<file path="src/hdl/pfi_pkg.sv">
package pfi_pkg;

    typedef enum logic [0:0] {
        ST_IDLE,
        ST_EXEC
    } state_t;

    typedef struct packed {
        logic [7:0]  dest;
        logic [31:0] stamp;
        logic [5:0]  size;
    } packet_t;

    localparam logic [1:0] KIND_HEAD = 2'd0;
    localparam logic [1:0] KIND_BODY = 2'd1;
    localparam logic [1:0] KIND_TAIL = 2'd2;

    localparam logic REG_OWN_NODE = 1'b0;
    localparam logic REG_OWN_HUB  = 1'b1;

    // 8-bit destinations always fit a 256-node network, so the wrap is an identity
    localparam int NODE_COUNT = 256;
    localparam int HUB_SHIFT  = 2;
    localparam logic [5:0] MAX_PACKET_FLITS = 6'd32;

endpackage

</file>
<file path="src/hdl/packet_flit_injector_abp_core.sv">
// Network-on-chip source port with an alternating-bit handshake to the next hop.
// Each accepted item may offer one packet, which is queued in a QUEUE_DEPTH-entry
// packet memory or reported as dropped when the queue is full; in the same item,
// when ack_level equals the current request level and the queue holds a packet,
// one flit of the head packet is sent and req_level toggles. On accept in ST_IDLE,
// the offered packet is written and the head entry is read into a register;
// ST_EXEC then forms the flit from the registered read data (a packet
// pushed into an empty queue is forwarded around the memory). ST_EXEC waits
// while the previous result is still held in the output register.
module packet_flit_injector_abp_core
    import pfi_pkg::*;
#(
    parameter int QUEUE_DEPTH = 16
) (
    input  logic        clk,
    input  logic        rst_n,

    input  logic        cfg_we,
    input  logic        cfg_index,
    input  logic [7:0]  cfg_data,

    input  logic        item_valid,
    output logic        item_ready,
    input  logic        inject,
    input  logic [7:0]  dest_node,
    input  logic [31:0] packet_time,
    input  logic [5:0]  packet_flits,
    input  logic        ack_level,

    output logic        result_valid,
    input  logic        result_ready,
    output logic        flit_valid,
    output logic [7:0]  flit_source,
    output logic [7:0]  flit_dest,
    output logic [5:0]  flit_source_hub,
    output logic [5:0]  flit_dest_hub,
    output logic [31:0] flit_time,
    output logic [4:0]  flit_seq,
    output logic [1:0]  flit_kind,
    output logic        req_level,
    output logic        dropped
);

    localparam int PTR_W = $clog2(QUEUE_DEPTH);
    localparam int CNT_W = $clog2(QUEUE_DEPTH + 1);
    localparam logic [PTR_W-1:0] PTR_LAST = PTR_W'(QUEUE_DEPTH - 1);
    localparam logic [CNT_W-1:0] CNT_FULL = CNT_W'(QUEUE_DEPTH);

    state_t state_reg, state_next;

    logic [7:0]       own_node_reg;
    logic [5:0]       own_hub_reg;
    logic [PTR_W-1:0] rd_ptr_reg, rd_ptr_next;
    logic [PTR_W-1:0] wr_ptr_reg, wr_ptr_next;
    logic [CNT_W-1:0] count_reg, count_next;
    logic [5:0]       left_reg, left_next;
    logic             req_reg, req_next;
    logic             result_valid_reg, result_valid_next;

    logic    ack_reg;
    logic    drop_reg;
    logic    fwd_reg;
    packet_t fwd_entry_reg;
    packet_t rd_data_reg;
    packet_t mem [QUEUE_DEPTH];

    logic [7:0]  out_source_reg, out_dest_reg;
    logic [5:0]  out_source_hub_reg, out_dest_hub_reg;
    logic [31:0] out_time_reg;
    logic [4:0]  out_seq_reg;
    logic [1:0]  out_kind_reg;
    logic        out_flit_reg, out_req_reg, out_drop_reg;

    logic    accept;
    logic    push;
    logic    rd_en;
    logic    exec_fire;
    logic    send;
    packet_t wr_entry;
    packet_t head;
    logic [5:0] size_clamped;
    logic [5:0] left_cur;
    logic [5:0] left_dec;
    logic [5:0] seq_full;
    logic [1:0] kind;

    // next state
    always_comb
    begin
        state_next = state_reg;
        case (state_reg)
            ST_IDLE:
            begin
                if (item_valid)
                    state_next = ST_EXEC;
            end
            ST_EXEC:
            begin
                if (!result_valid_reg || result_ready)
                    state_next = ST_IDLE;
            end
            default:
                state_next = ST_IDLE;
        endcase
    end

    // state outputs
    always_comb
    begin
        item_ready = 1'b0;
        exec_fire  = 1'b0;
        case (state_reg)
            ST_IDLE:
                item_ready = 1'b1;
            ST_EXEC:
                exec_fire = !result_valid_reg || result_ready;
            default:
            begin
                item_ready = 1'b0;
                exec_fire  = 1'b0;
            end
        endcase
    end

    assign accept = item_valid && item_ready;
    assign push   = accept && inject && (count_reg != CNT_FULL);
    assign rd_en  = accept;

    always_comb
    begin
        if (packet_flits == 6'd0)
            size_clamped = 6'd1;
        else if (packet_flits > MAX_PACKET_FLITS)
            size_clamped = MAX_PACKET_FLITS;
        else
            size_clamped = packet_flits;
    end

    assign wr_entry.dest  = dest_node;
    assign wr_entry.stamp = packet_time;
    assign wr_entry.size  = size_clamped;

    // packet memory, one write and one registered read per cycle
    always_ff @(posedge clk)
    begin
        if (push)
            mem[wr_ptr_reg] <= wr_entry;
        if (rd_en)
            rd_data_reg <= mem[rd_ptr_reg];
    end

    assign head = fwd_reg ? fwd_entry_reg : rd_data_reg;
    assign send = exec_fire && (ack_reg == req_reg) && (count_reg != '0);

    always_comb
    begin
        if (left_reg == 6'd0 || left_reg > head.size)
            left_cur = head.size;
        else
            left_cur = left_reg;
        if (left_cur == head.size)
            kind = KIND_HEAD;
        else if (left_cur == 6'd1)
            kind = KIND_TAIL;
        else
            kind = KIND_BODY;
        seq_full = head.size - left_cur;
        left_dec = left_cur - 6'd1;
    end

    always_comb
    begin
        wr_ptr_next       = wr_ptr_reg;
        rd_ptr_next       = rd_ptr_reg;
        count_next        = count_reg;
        left_next         = left_reg;
        req_next          = req_reg;
        result_valid_next = result_valid_reg;

        if (result_valid_reg && result_ready)
            result_valid_next = 1'b0;
        if (push)
        begin
            wr_ptr_next = (wr_ptr_reg == PTR_LAST) ? '0 : wr_ptr_reg + 1'b1;
            count_next  = count_reg + 1'b1;
        end
        if (exec_fire)
            result_valid_next = 1'b1;
        if (send)
        begin
            left_next = left_dec;
            req_next  = ~req_reg;
            if (left_dec == 6'd0)
            begin
                rd_ptr_next = (rd_ptr_reg == PTR_LAST) ? '0 : rd_ptr_reg + 1'b1;
                count_next  = count_reg - 1'b1;
            end
        end
    end

    always_ff @(posedge clk or negedge rst_n)
    begin
        if (!rst_n)
        begin
            state_reg        <= ST_IDLE;
            own_node_reg     <= '0;
            own_hub_reg      <= '0;
            rd_ptr_reg       <= '0;
            wr_ptr_reg       <= '0;
            count_reg        <= '0;
            left_reg         <= '0;
            req_reg          <= 1'b0;
            result_valid_reg <= 1'b0;
        end
        else
        begin
            state_reg        <= state_next;
            rd_ptr_reg       <= rd_ptr_next;
            wr_ptr_reg       <= wr_ptr_next;
            count_reg        <= count_next;
            left_reg         <= left_next;
            req_reg          <= req_next;
            result_valid_reg <= result_valid_next;
            if (cfg_we)
            begin
                case (cfg_index)
                    REG_OWN_NODE: own_node_reg <= cfg_data;
                    REG_OWN_HUB:  own_hub_reg  <= cfg_data[5:0];
                    default:      own_node_reg <= own_node_reg;
                endcase
            end
        end
    end

    // item capture; an empty queue means the head is the packet just written
    always_ff @(posedge clk)
    begin
        if (accept)
        begin
            ack_reg       <= ack_level;
            drop_reg      <= inject && (count_reg == CNT_FULL);
            fwd_reg       <= push && (count_reg == '0);
            fwd_entry_reg <= wr_entry;
        end
    end

    always_ff @(posedge clk)
    begin
        if (exec_fire)
        begin
            out_flit_reg       <= send;
            out_source_reg     <= send ? own_node_reg : 8'd0;
            out_dest_reg       <= send ? head.dest : 8'd0;
            out_source_hub_reg <= send ? own_hub_reg : 6'd0;
            out_dest_hub_reg   <= send ? head.dest[7:HUB_SHIFT] : 6'd0;
            out_time_reg       <= send ? head.stamp : 32'd0;
            out_seq_reg        <= send ? seq_full[4:0] : 5'd0;
            out_kind_reg       <= send ? kind : KIND_HEAD;
            out_req_reg        <= req_next;
            out_drop_reg       <= drop_reg;
        end
    end

    assign result_valid    = result_valid_reg;
    assign flit_valid      = out_flit_reg;
    assign flit_source     = out_source_reg;
    assign flit_dest       = out_dest_reg;
    assign flit_source_hub = out_source_hub_reg;
    assign flit_dest_hub   = out_dest_hub_reg;
    assign flit_time       = out_time_reg;
    assign flit_seq        = out_seq_reg;
    assign flit_kind       = out_kind_reg;
    assign req_level       = out_req_reg;
    assign dropped         = out_drop_reg;

`ifndef NO_ASSERTIONS
    a_count_bound: assert property (@(posedge clk) disable iff (!rst_n)
        count_reg <= CNT_FULL)
        else $error("queue count above depth");

    a_left_bound: assert property (@(posedge clk) disable iff (!rst_n)
        left_reg <= MAX_PACKET_FLITS)
        else $error("flits left above packet limit");

    a_full_drop: assert property (@(posedge clk) disable iff (!rst_n)
        accept && inject && (count_reg == CNT_FULL) |=> drop_reg && $stable(wr_ptr_reg))
        else $error("full queue accepted a packet");

    a_exec_hold: assert property (@(posedge clk) disable iff (!rst_n)
        (state_reg == ST_EXEC) && result_valid_reg && !result_ready
        |=> (state_reg == ST_EXEC) && $stable(req_reg) && $stable(count_reg))
        else $error("item finished while result stalled");
`endif

endmodule

</file>
<file path="config.mk">
export PLATFORM = sky130hd
export DESIGN_NAME = packet_flit_injector_abp_core
export DESIGN_NICKNAME = d
export VERILOG_FILES = /design/src/hdl/pfi_pkg.sv /design/src/hdl/packet_flit_injector_abp_core.sv
export SDC_FILE = /design/constraint.sdc
export NUM_CORES = 1
export LEC_CHECK = 0
export BUFFER_PORTS_ARGS = -buffer_cell sky130_fd_sc_hd__buf_2
export CORE_MARGIN = 3
export CORE_UTILIZATION = 61
export CTS_CLUSTER_DIAMETER = 120
export DETAILED_ROUTE_END_ITERATION = 8
export GPL_TIMING_DRIVEN = 0
export PLACE_DENSITY_LB_ADDON = 0.15
export SLEW_MARGIN = 20
export SYNTH_ARGS = -nofsm -noshare
export SYNTH_HDL_FRONTEND = slang
export SYNTH_SLANG_ARGS = --single-unit
</file>
<file path="constraint.sdc">
create_clock -name clk -period 9.4 [get_ports clk]
set_clock_uncertainty 0.05 [all_clocks]
set_input_delay 0.94 -clock clk [delete_from_list [all_inputs] [get_ports clk]]
set_output_delay 0.94 -clock clk [all_outputs]
set_load 0.01 [all_outputs]
</file>
==> run metrics, run 1 <==
1st-pass router iterations 5; Hold Fails Final Rpt 0; setup repair bufs after CTS 0; Leak around 14 nW; startpoint types register; GRT Resource Usage Total a little over a quarter; CTS clk-pin slew, worst paths ~60 ps; maximum fanout count along the critical path 10; Iter 0 DRT Violations 2,014; Register Area 27,780 um^2; final RePlAce weighted congestion between 0.8 and 0.9; count of warnings emitted by yosys 0; fin cells between 3,000 and 4,000; H-tree depth 3; initial antenna violation count 4; Die Footprint 62,310 um^2; cell types with the largest area share after synthesis sky130_fd_sc_hd__edfxtp_1 (74%), sky130_fd_sc_hd__mux4_2 (5.7%), sky130_fd_sc_hd__mux2i_1 (5.0%); core region area about 58,000 um^2; worst slew pin tran between 1000 and 1500 ps; Combinational Power Share a little over 20%; later-pin clock latency in the skew report 640 ps; setup slack at placement about 3700 ps; placed instance count ~2,900; Site Rows a little under 90; kind of capture point of the worst setup path register; post-synthesis cell area around 36,000 um^2; number of flip-flops under the largest register name 736; Mapped Cells ~1,900; share of synthesized area occupied by flip-flops and latches about three quarters; worst setup slack after layout approximately 3500 ps; Net Sw Frac between 20% and 30%; area growth from synthesis to layout 13.86%; Root Driver sky130_fd_sc_hd__clkbuf_16; total overflow reported by the global router 0; required time of the critical path around 9900 ps; setup repair after global routing missed its margin no; clock buffer count from CTS 90; relative slew slack a little under a quarter; DRC viols 0; final number of setup-violating endpoints 0; dpl hpwl between 40 and 50 mm; portion of total power attributed to the clock network about 32%; dominant synthesized flop cell sky130_fd_sc_hd__edfxtp_1; met2 usage in global routing 44.24%; layout cell share with drive strength beyond 1 roughly 21%; Final period util 62.24%; min Tclk post-route ~5900 ps; final-stage net count about 2,300; via count of the first global-routing pass between 15,000 and 20,000; Die Span X approximately 250 um; starting density of the core between 60 and 70%; number of primary I/O pins roughly 130; footprint of the multi-input gates 7986 um^2; startpoint-to-endpoint class of the critical path reg -> reg; GRT busiest layer met2; most frequently used cell type in the post-synthesis netlist sky130_fd_sc_hd__edfxtp_1; top cell types by occurrence after synthesis sky130_fd_sc_hd__edfxtp_1 (895), sky130_fd_sc_hd__mux2i_1 (182), sky130_fd_sc_hd__o21ai_0 (114); power density of the placed cells 261.2 nW/um^2; Syn Nets just over 2,000; cell type with the highest aggregate area in the netlist sky130_fd_sc_hd__edfxtp_1; number of port buffers between 100 and 150; final-layout fill cell count about 3,500; number of flops mapped to enable cells by yosys 895; endpoint arrival time on the critical path between 6000 and 7000 ps; async set-or-reset flop fraction in the synthesized netlist 3.867%; internal power summed over all cells around 7.8 mW; count of maximum capacitance violations 0; final routed wire length divided by cell count between 20 and 30 um; part of the power in registers 47.4%; number of nets with antenna violations after detailed routing 0; syn avg cell area approximately 19 um^2; switching power total slightly below 3 mW; flip-flop and latch count after synthesis approximately 930; routed vias/inst approximately 6.3; number of gates resized after CTS 0; final sum of negative setup slack 0 ps; total clock sinks slightly above 900; M3 GR Usage 4.002%; total number of vias roughly 19,000; maximum vdd drop around 0.35 mV; Synth top area share around 74%; Min-Delay Path Class reg -> reg; CTS tree done; wire length of the first global-routing pass around 120 mm; pin count of the biggest net entering global routing 40; die outline height 249.6 um; achievable clock frequency 170.9 MHz; count of cell types in the netlist 63; Hold Buf Count CTS 0; met1 track utilization from global routing roughly 35%; CTS max path bufs 3; utilization after layout roughly 71%; Max Transition Viols Final 0; run status finished, final reports clean; Routed Wire Length between 80 and 90 mm
through the flow:
| stage | power, mW | cell area, um^2 | hold WS, ps |
|---|---|---|---|
| after floorplan | 6.621 | 36200 | 350.3 |
| after global placement | 7.286 | 37830 | 350.8 |
| after detailed placement | 7.366 | 38380 | 356.2 |
| after CTS | 10.81 | 41210 | 368.7 |
| after global routing | 11.18 | 41220 | 394.6 |
| final | 10.77 | 41220 | 367.4 |
metal layers:
| metal | vias up | wire length, um |
|---|---|---|
| li1 | 8244 | - |
| met1 | 9738 | 31840 |
| met2 | 808 | 41230 |
| met3 | 175 | 5592 |
| met4 | 2 | 2616 |
| met5 | - | 20 |
cells by family (layout without fill, tap and decap cells):
logic type	count (synthesis)	after routing	synth area share, %
other	0	3	0
AOI/OAI and AO/OA	291	291	5.163
adders and majority gates	20	20	0.7050
buffers and inverters	120	436	1.389
DFF	931	931	76.72
xor gates and xnor gates	15	15	0.3629
and+or+nand+nor	219	219	2.855
muxes	338	338	12.80
cells in the final DEF (no fill, tap or decap), types with 4 or more instances in the layout:
cell and instances:
sky130_fd_sc_hd__ha_1 18, sky130_fd_sc_hd__nand4_1 4, sky130_fd_sc_hd__nand2_1 74, sky130_fd_sc_hd__a21oi_1 59
sky130_fd_sc_hd__nor2b_1 6, sky130_fd_sc_hd__mux4_2 92, sky130_fd_sc_hd__buf_4 6, sky130_fd_sc_hd__mux2i_1 182
sky130_fd_sc_hd__buf_2 139, sky130_fd_sc_hd__a221oi_1 46, sky130_fd_sc_hd__and3_1 6, sky130_fd_sc_hd__nor2_1 60
sky130_fd_sc_hd__xor2_1 8, sky130_fd_sc_hd__o21ai_0 114, sky130_fd_sc_hd__nand3_1 11, sky130_fd_sc_hd__nor3_1 7
sky130_fd_sc_hd__a22oi_1 47, sky130_fd_sc_hd__mux2_2 60, sky130_fd_sc_hd__clkinv_2 14, sky130_fd_sc_hd__dfrtp_1 36
sky130_fd_sc_hd__and2_4 14, sky130_fd_sc_hd__and2_1 17, sky130_fd_sc_hd__edfxtp_1 895, sky130_fd_sc_hd__clkbuf_16 93
sky130_fd_sc_hd__inv_1 16, sky130_fd_sc_hd__buf_12 11, sky130_fd_sc_hd__bufinv_16 7, sky130_fd_sc_hd__and3_4 4
sky130_fd_sc_hd__buf_1 21, sky130_fd_sc_hd__clkbuf_1 80, sky130_fd_sc_hd__clkinv_1 25, sky130_fd_sc_hd__buf_16 10
sky130_fd_sc_hd__xnor2_1 7
power by group through the flow:
stage / registers (mW) / clock network (mW) / logic (mW)
final: 5.11 / 3.47 / 2.19
after global placement: 5.22 / 0 / 2.06
after global routing: 5.14 / 3.68 / 2.37
after detailed placement: 5.19 / 0 / 2.17
after CTS: 5.11 / 3.51 / 2.20
after floorplan: 5.25 / 0 / 1.37
critical path, stage by stage, from the launching register on:
cell	delay, ps
sky130_fd_sc_hd__edfxtp_1	480
sky130_fd_sc_hd__buf_6	240
sky130_fd_sc_hd__mux2i_1	520
sky130_fd_sc_hd__ha_1	340
sky130_fd_sc_hd__nor2b_1	160
sky130_fd_sc_hd__o21bai_4	170
sky130_fd_sc_hd__a31o_4	240
sky130_fd_sc_hd__nand2_1	170
sky130_fd_sc_hd__clkbuf_1	280
sky130_fd_sc_hd__o21ai_0	660
sky130_fd_sc_hd__ha_1	460
sky130_fd_sc_hd__inv_1	130
sky130_fd_sc_hd__or4_1	510
sky130_fd_sc_hd__a32o_1	290
sky130_fd_sc_hd__a2111oi_2	360
sky130_fd_sc_hd__o21ai_2	180
sky130_fd_sc_hd__buf_6	190
sky130_fd_sc_hd__mux2_4	290
path summary, 6_finish.rpt:
kind / startpoint / endpoint / slack [ps] / depth (start not counted)
hold / removal: drop_reg / dropped / 370 / 0
setup / recovery: fwd_reg / rd_ptr_reg[1] / 3550 / 17
max in group asynchronous: rst_n / own_hub_reg[0] / 8300 / 1
min in group asynchronous: rst_n / left_reg[4] / 410 / 1
setup reg to reg: fwd_reg / rd_ptr_reg[1] / 3550 / 17
hold reg to reg: drop_reg / dropped / 370 / 0
layout make-up:
| class | instances | share of cell area, % |
|---|---|---|
| plain buffers | 103 | 1.075 |
| multi-input cells | 883 | 19.37 |
| inverters | 17 | 0.1548 |
| clock buffers | 110 | 5.825 |
| diodes | 3 | 0.01821 |
| clock inverters | 52 | 1.029 |
| flip-flops and latches | 931 | 67.38 |
| repair buffers | 154 | 2.817 |
| well taps | 765 | 2.322 |
(Power assumes the default switching activity.)
==> run 2: changes to the inputs <==
--- a/config.mk
+++ b/config.mk
@@ -5,9 +5,10 @@
 export SDC_FILE = /design/constraint.sdc
 export NUM_CORES = 1
 export LEC_CHECK = 0
+export ABC_AREA = 1
 export BUFFER_PORTS_ARGS = -buffer_cell sky130_fd_sc_hd__buf_2
 export CORE_MARGIN = 3
-export CORE_UTILIZATION = 61
+export CORE_UTILIZATION = 55
 export CTS_CLUSTER_DIAMETER = 120
 export DETAILED_ROUTE_END_ITERATION = 8
 export GPL_TIMING_DRIVEN = 0
==> constraint.sdc (replaced) <==
create_clock -name clk -period 4.8 [get_ports clk]
set_clock_uncertainty 0.05 [all_clocks]
set_input_delay 0.48 -clock clk [delete_from_list [all_inputs] [get_ports clk]]
set_output_delay 0.48 -clock clk [all_outputs]
set_load 0.01 [all_outputs]
==> run 2 against run 1 <==
Compared with the run above:
- worst hold slack got worse by 330 ps
- clock power rose by 110%
- non-clock buffer count rose by 91
- cell count rose by 29%
- worst setup slack got worse by 2900 ps
- sequential share of layout area fell by 1.6 points
- register-to-register slack got worse by 2900 ps
- routed wire length rose by 29%
- first-iteration DRC count rose by 76%
- count of clock-buffer cells in the layout fell by 1
- synthesized cell count rose by 38%
==> run metrics, run 2 <==
async set-or-reset flop fraction in the synthesized netlist 3.867% (unchanged); count of cell types in the netlist 44 (-30%); DRC viols 0 (unchanged); endpoint arrival time on the critical path 4600 ps (-1720 ps); number of primary I/O pins 134 (unchanged); internal power summed over all cells 15.96 mW (+100%); total number of vias 24,120 (+27%); Syn Nets 2,754 (+37%); slowest CP cell sky130_fd_sc_hd__o21ai_0; most frequent standard cell in the layout excluding fill and tap cells sky130_fd_sc_hd__edfxtp_1; number of antenna cells inserted 0 (-3); final-stage net count 3,030 (+34%); GRT Resource Usage Total 30.10% (+3.9 points); Synth top area share 74.27% (about the same); crit path cell chain buf_2, o21ai_0, ha_1, nand2_2, inv_1, nand2_1, nand3_2, nand2_4, nand2_8, o21ai_4, inv_1, ha_1, fa_1, o21ai_0, o21ai_0, a21oi_1; required time of the critical path 5240 ps (-4630 ps); leading cell types in the layout, fill and taps excluded sky130_fd_sc_hd__edfxtp_1 (895), sky130_fd_sc_hd__nand2_1 (463), sky130_fd_sc_hd__o21ai_0 (268); delay of the slowest critical-path stage 680 ps (+20 ps); cell types with the largest area share after synthesis sky130_fd_sc_hd__edfxtp_1 (74%), sky130_fd_sc_hd__nand2_1 (4.8%), sky130_fd_sc_hd__o21ai_0 (3.7%); power density of the placed cells 580.4 nW/um^2 (+120%); share of synthesized area occupied by flip-flops and latches 76.76% (about the same); flip-flop and latch count after synthesis 931 (unchanged); sum of met2 wire segment lengths after detailed routing 48.53 mm (+18%); number of port buffers 133 (unchanged); Die Span X 262.5 um (+5.2%); placed instance count 3,708 (+30%); 1st-pass router iterations 6 (+1); post-synthesis cell area 36,180 um^2 (about the same); total clock sinks 931 (unchanged); Hold Fails Final Rpt 0 (unchanged); dpl hpwl 68.19 mm (+37%); switching power total 8.549 mW (+190%); relative slew slack 22.95% (about the same); Die Footprint 68,900 um^2 (+11%); number of flops mapped to enable cells by yosys 895 (unchanged); run status finished, final reports clean; total overflow reported by the global router 0 (unchanged); Final period util 86.74% (+24 points); Root Driver sky130_fd_sc_hd__clkbuf_16; setup repair after global routing missed its margin no; worst slew pin tran 1156 ps (+2.626 ps); number of gates resized after CTS 0 (unchanged); later-pin clock latency in the skew report 650 ps (about the same); Max Transition Viols Final 0 (unchanged); Iter 0 DRT Violations 3,538 (+76%); cell type with the highest aggregate area in the netlist sky130_fd_sc_hd__edfxtp_1; CTS max path bufs 3 (unchanged); top cell types by occurrence after synthesis sky130_fd_sc_hd__edfxtp_1 (895), sky130_fd_sc_hd__nand2_1 (463), sky130_fd_sc_hd__o21ai_0 (268); most frequently used cell type in the post-synthesis netlist sky130_fd_sc_hd__edfxtp_1; Post-Route M1 WL 39.42 mm (+24%); Site Rows 93 (+5.7%); fin cells 3,883 (+29%); startpoint-to-endpoint class of the critical path reg -> reg; kind of capture point of the worst setup path register; wire length of the first global-routing pass 152.6 mm (+26%); number of nets with antenna violations after detailed routing 0 (unchanged); CTS clk-pin slew, worst paths 60 ps (about the same); final routed wire length divided by cell count 27.01 um (+0.26%); number of flip-flops under the largest register name 736 (unchanged); Routed Wire Length 104.9 mm (+29%); Combinational Power Share 29.3% (+9.0 points); min Tclk post-route 4163 ps (-1687 ps); Leak 14.79 nW (+7.9%); final-layout fill cell count 4,593 (+30%); pin count of the biggest net entering global routing 40 (unchanged); core region area 64,810 um^2 (+11%); top layer in use met4; startpoint types register; layout cell share with drive strength beyond 1 13.34% (-8.1 points); routed vias/inst 6.211 (-1.2%); maximum fanout count along the critical path 10 (unchanged); count of maximum capacitance violations 0 (unchanged); final sum of negative setup slack 0 ps (unchanged); syn avg cell area 13.54 um^2 (-28%); area growth from synthesis to layout 16.68%; count of buffering cells on the critical path with inverters included 3 (-1); CTS tree done; portion of total power attributed to the clock network 29.5% (-2.7 points); starting density of the core 55.83% (-6.3 points); Net Sw Frac 34.89% (+7.7 points); dominant synthesized flop cell sky130_fd_sc_hd__edfxtp_1; part of the power in registers 41.2% (-6.2 points); achievable clock frequency 240.2 MHz (+41%); CP dominant cell by count sky130_fd_sc_hd__o21ai_0; H-tree depth 3 (unchanged); family with the most delay on the worst path compound AO/OA/AOI/OAI gates; final number of setup-violating endpoints 0 (unchanged); final RePlAce weighted congestion 0.8262 (-1.7%); Mapped Cells 2,673 (+38%); met3 wirelength from detailed routing 12.19 mm (+120%); maximum vdd drop 0.4069 mV (+16%); summed area of non-filler cells in the final layout 42,220 um^2 (+2.4%); clock buffer count from CTS 92 (+2.2%); die outline height 262.5 um (+5.2%); Min-Delay Path Class in -> reg; via count of the first global-routing pass 23,650 (+22%); count of warnings emitted by yosys 0 (unchanged); instance area at placement 39,170 um^2 (+2.1%); initial antenna violation count 0 (-4)
run 2: cell types whose count changed after synthesis, sizes merged, moves of 57 or more:
cell / change
a21oi: +105
clkbuf: +67
inv: +60
mux2: -61
mux2i: -185
mux4: -92
nand2: +402
nand3: +83
nor2: +185
o21ai: +161
o22ai: +57
run 2: cell families after synthesis:
family	synth area share (%)
buffers and inverters	2.669
XOR/XNOR	0.2905
AO/OA/AOI/OAI	9.547
adder cells (fa/ha/maj)	0.6777
AND/OR/NAND/NOR	10.05
flip-flops	76.76
run 2: metrics by stage:
stage / power [mW] / util [%] / hold slack [ps] / setup WS, ps
6_report: 24.50 / 65.14 / 38.84 / 636.6
5_1_grt: 25.47 / 65.14 / 53.14 / 412.7
4_1_cts: 24.45 / 65.14 / 21.26 / 680.2
3_5_place_dp: 17.31 / 60.44 / 368.9 / 696.7
3_3_place_gp: 16.98 / 58.51 / 357.8 / -1892
2_1_floorplan: 14.29 / - / 134.4 / 957.3
run 2: power groups by stage:
stage          sequential, mW  clock [mW]  combinational [mW]
4_1_cts                  10.1        7.27                7.08
3_3_place_gp             10.3           0                6.64
3_5_place_dp             10.3           0                7.04
5_1_grt                  10.2        7.56                7.74
6_report                 10.1        7.22                7.18
2_1_floorplan            10.4           0                3.91
run 2: repair_timing:
item / in CTS / in global routing
hold endpoints to repair: 37 / 0
hold buffers: 2 / 0
setup buffers: 0 / 0
run 2: cell type report:
| type | count | area [um^2] | share of cell area [%] |
|---|---|---|---|
| Inverter | 78 | 295.3 | 0.6994 |
| Buffer | 166 | 676.9 | 1.603 |
| Timing Repair Buffer | 182 | 1802 | 4.268 |
| Sequential cell | 931 | 27780 | 65.79 |
| Clock inverter | 64 | 616.8 | 1.461 |
| Clock buffer | 109 | 2409 | 5.705 |
| Tap cell | 855 | 1070 | 2.534 |
| Multi-Input combinational cell | 1498 | 7574 | 17.94 |
run 2: worst min-delay path, stage by stage:
cell and delay (ps):
sky130_fd_sc_hd__buf_2 70, sky130_fd_sc_hd__inv_1 30, sky130_fd_sc_hd__nand2_1 60, sky130_fd_sc_hd__nand2_1 40
run 2: worst paths after layout:
path	start	endpoint	slack, ps	depth (start not counted)
min in group asynchronous	rst_n	left_reg[2]	450	2
max in group asynchronous	rst_n	own_hub_reg[4]	3670	2
min	result_ready	result_valid	40	4
max reg2reg	fwd_reg	flit_seq[4]	640	16
max	fwd_reg	flit_seq[4]	640	16
min reg2reg	drop_reg	dropped	380	0
run 2: layer usage:
layer	vias up	global-route usage, %
met4	0	12.57
met2	1525	47.38
li1	10430	-
met5	-	0
met1	11880	41.02
met3	287	6.769
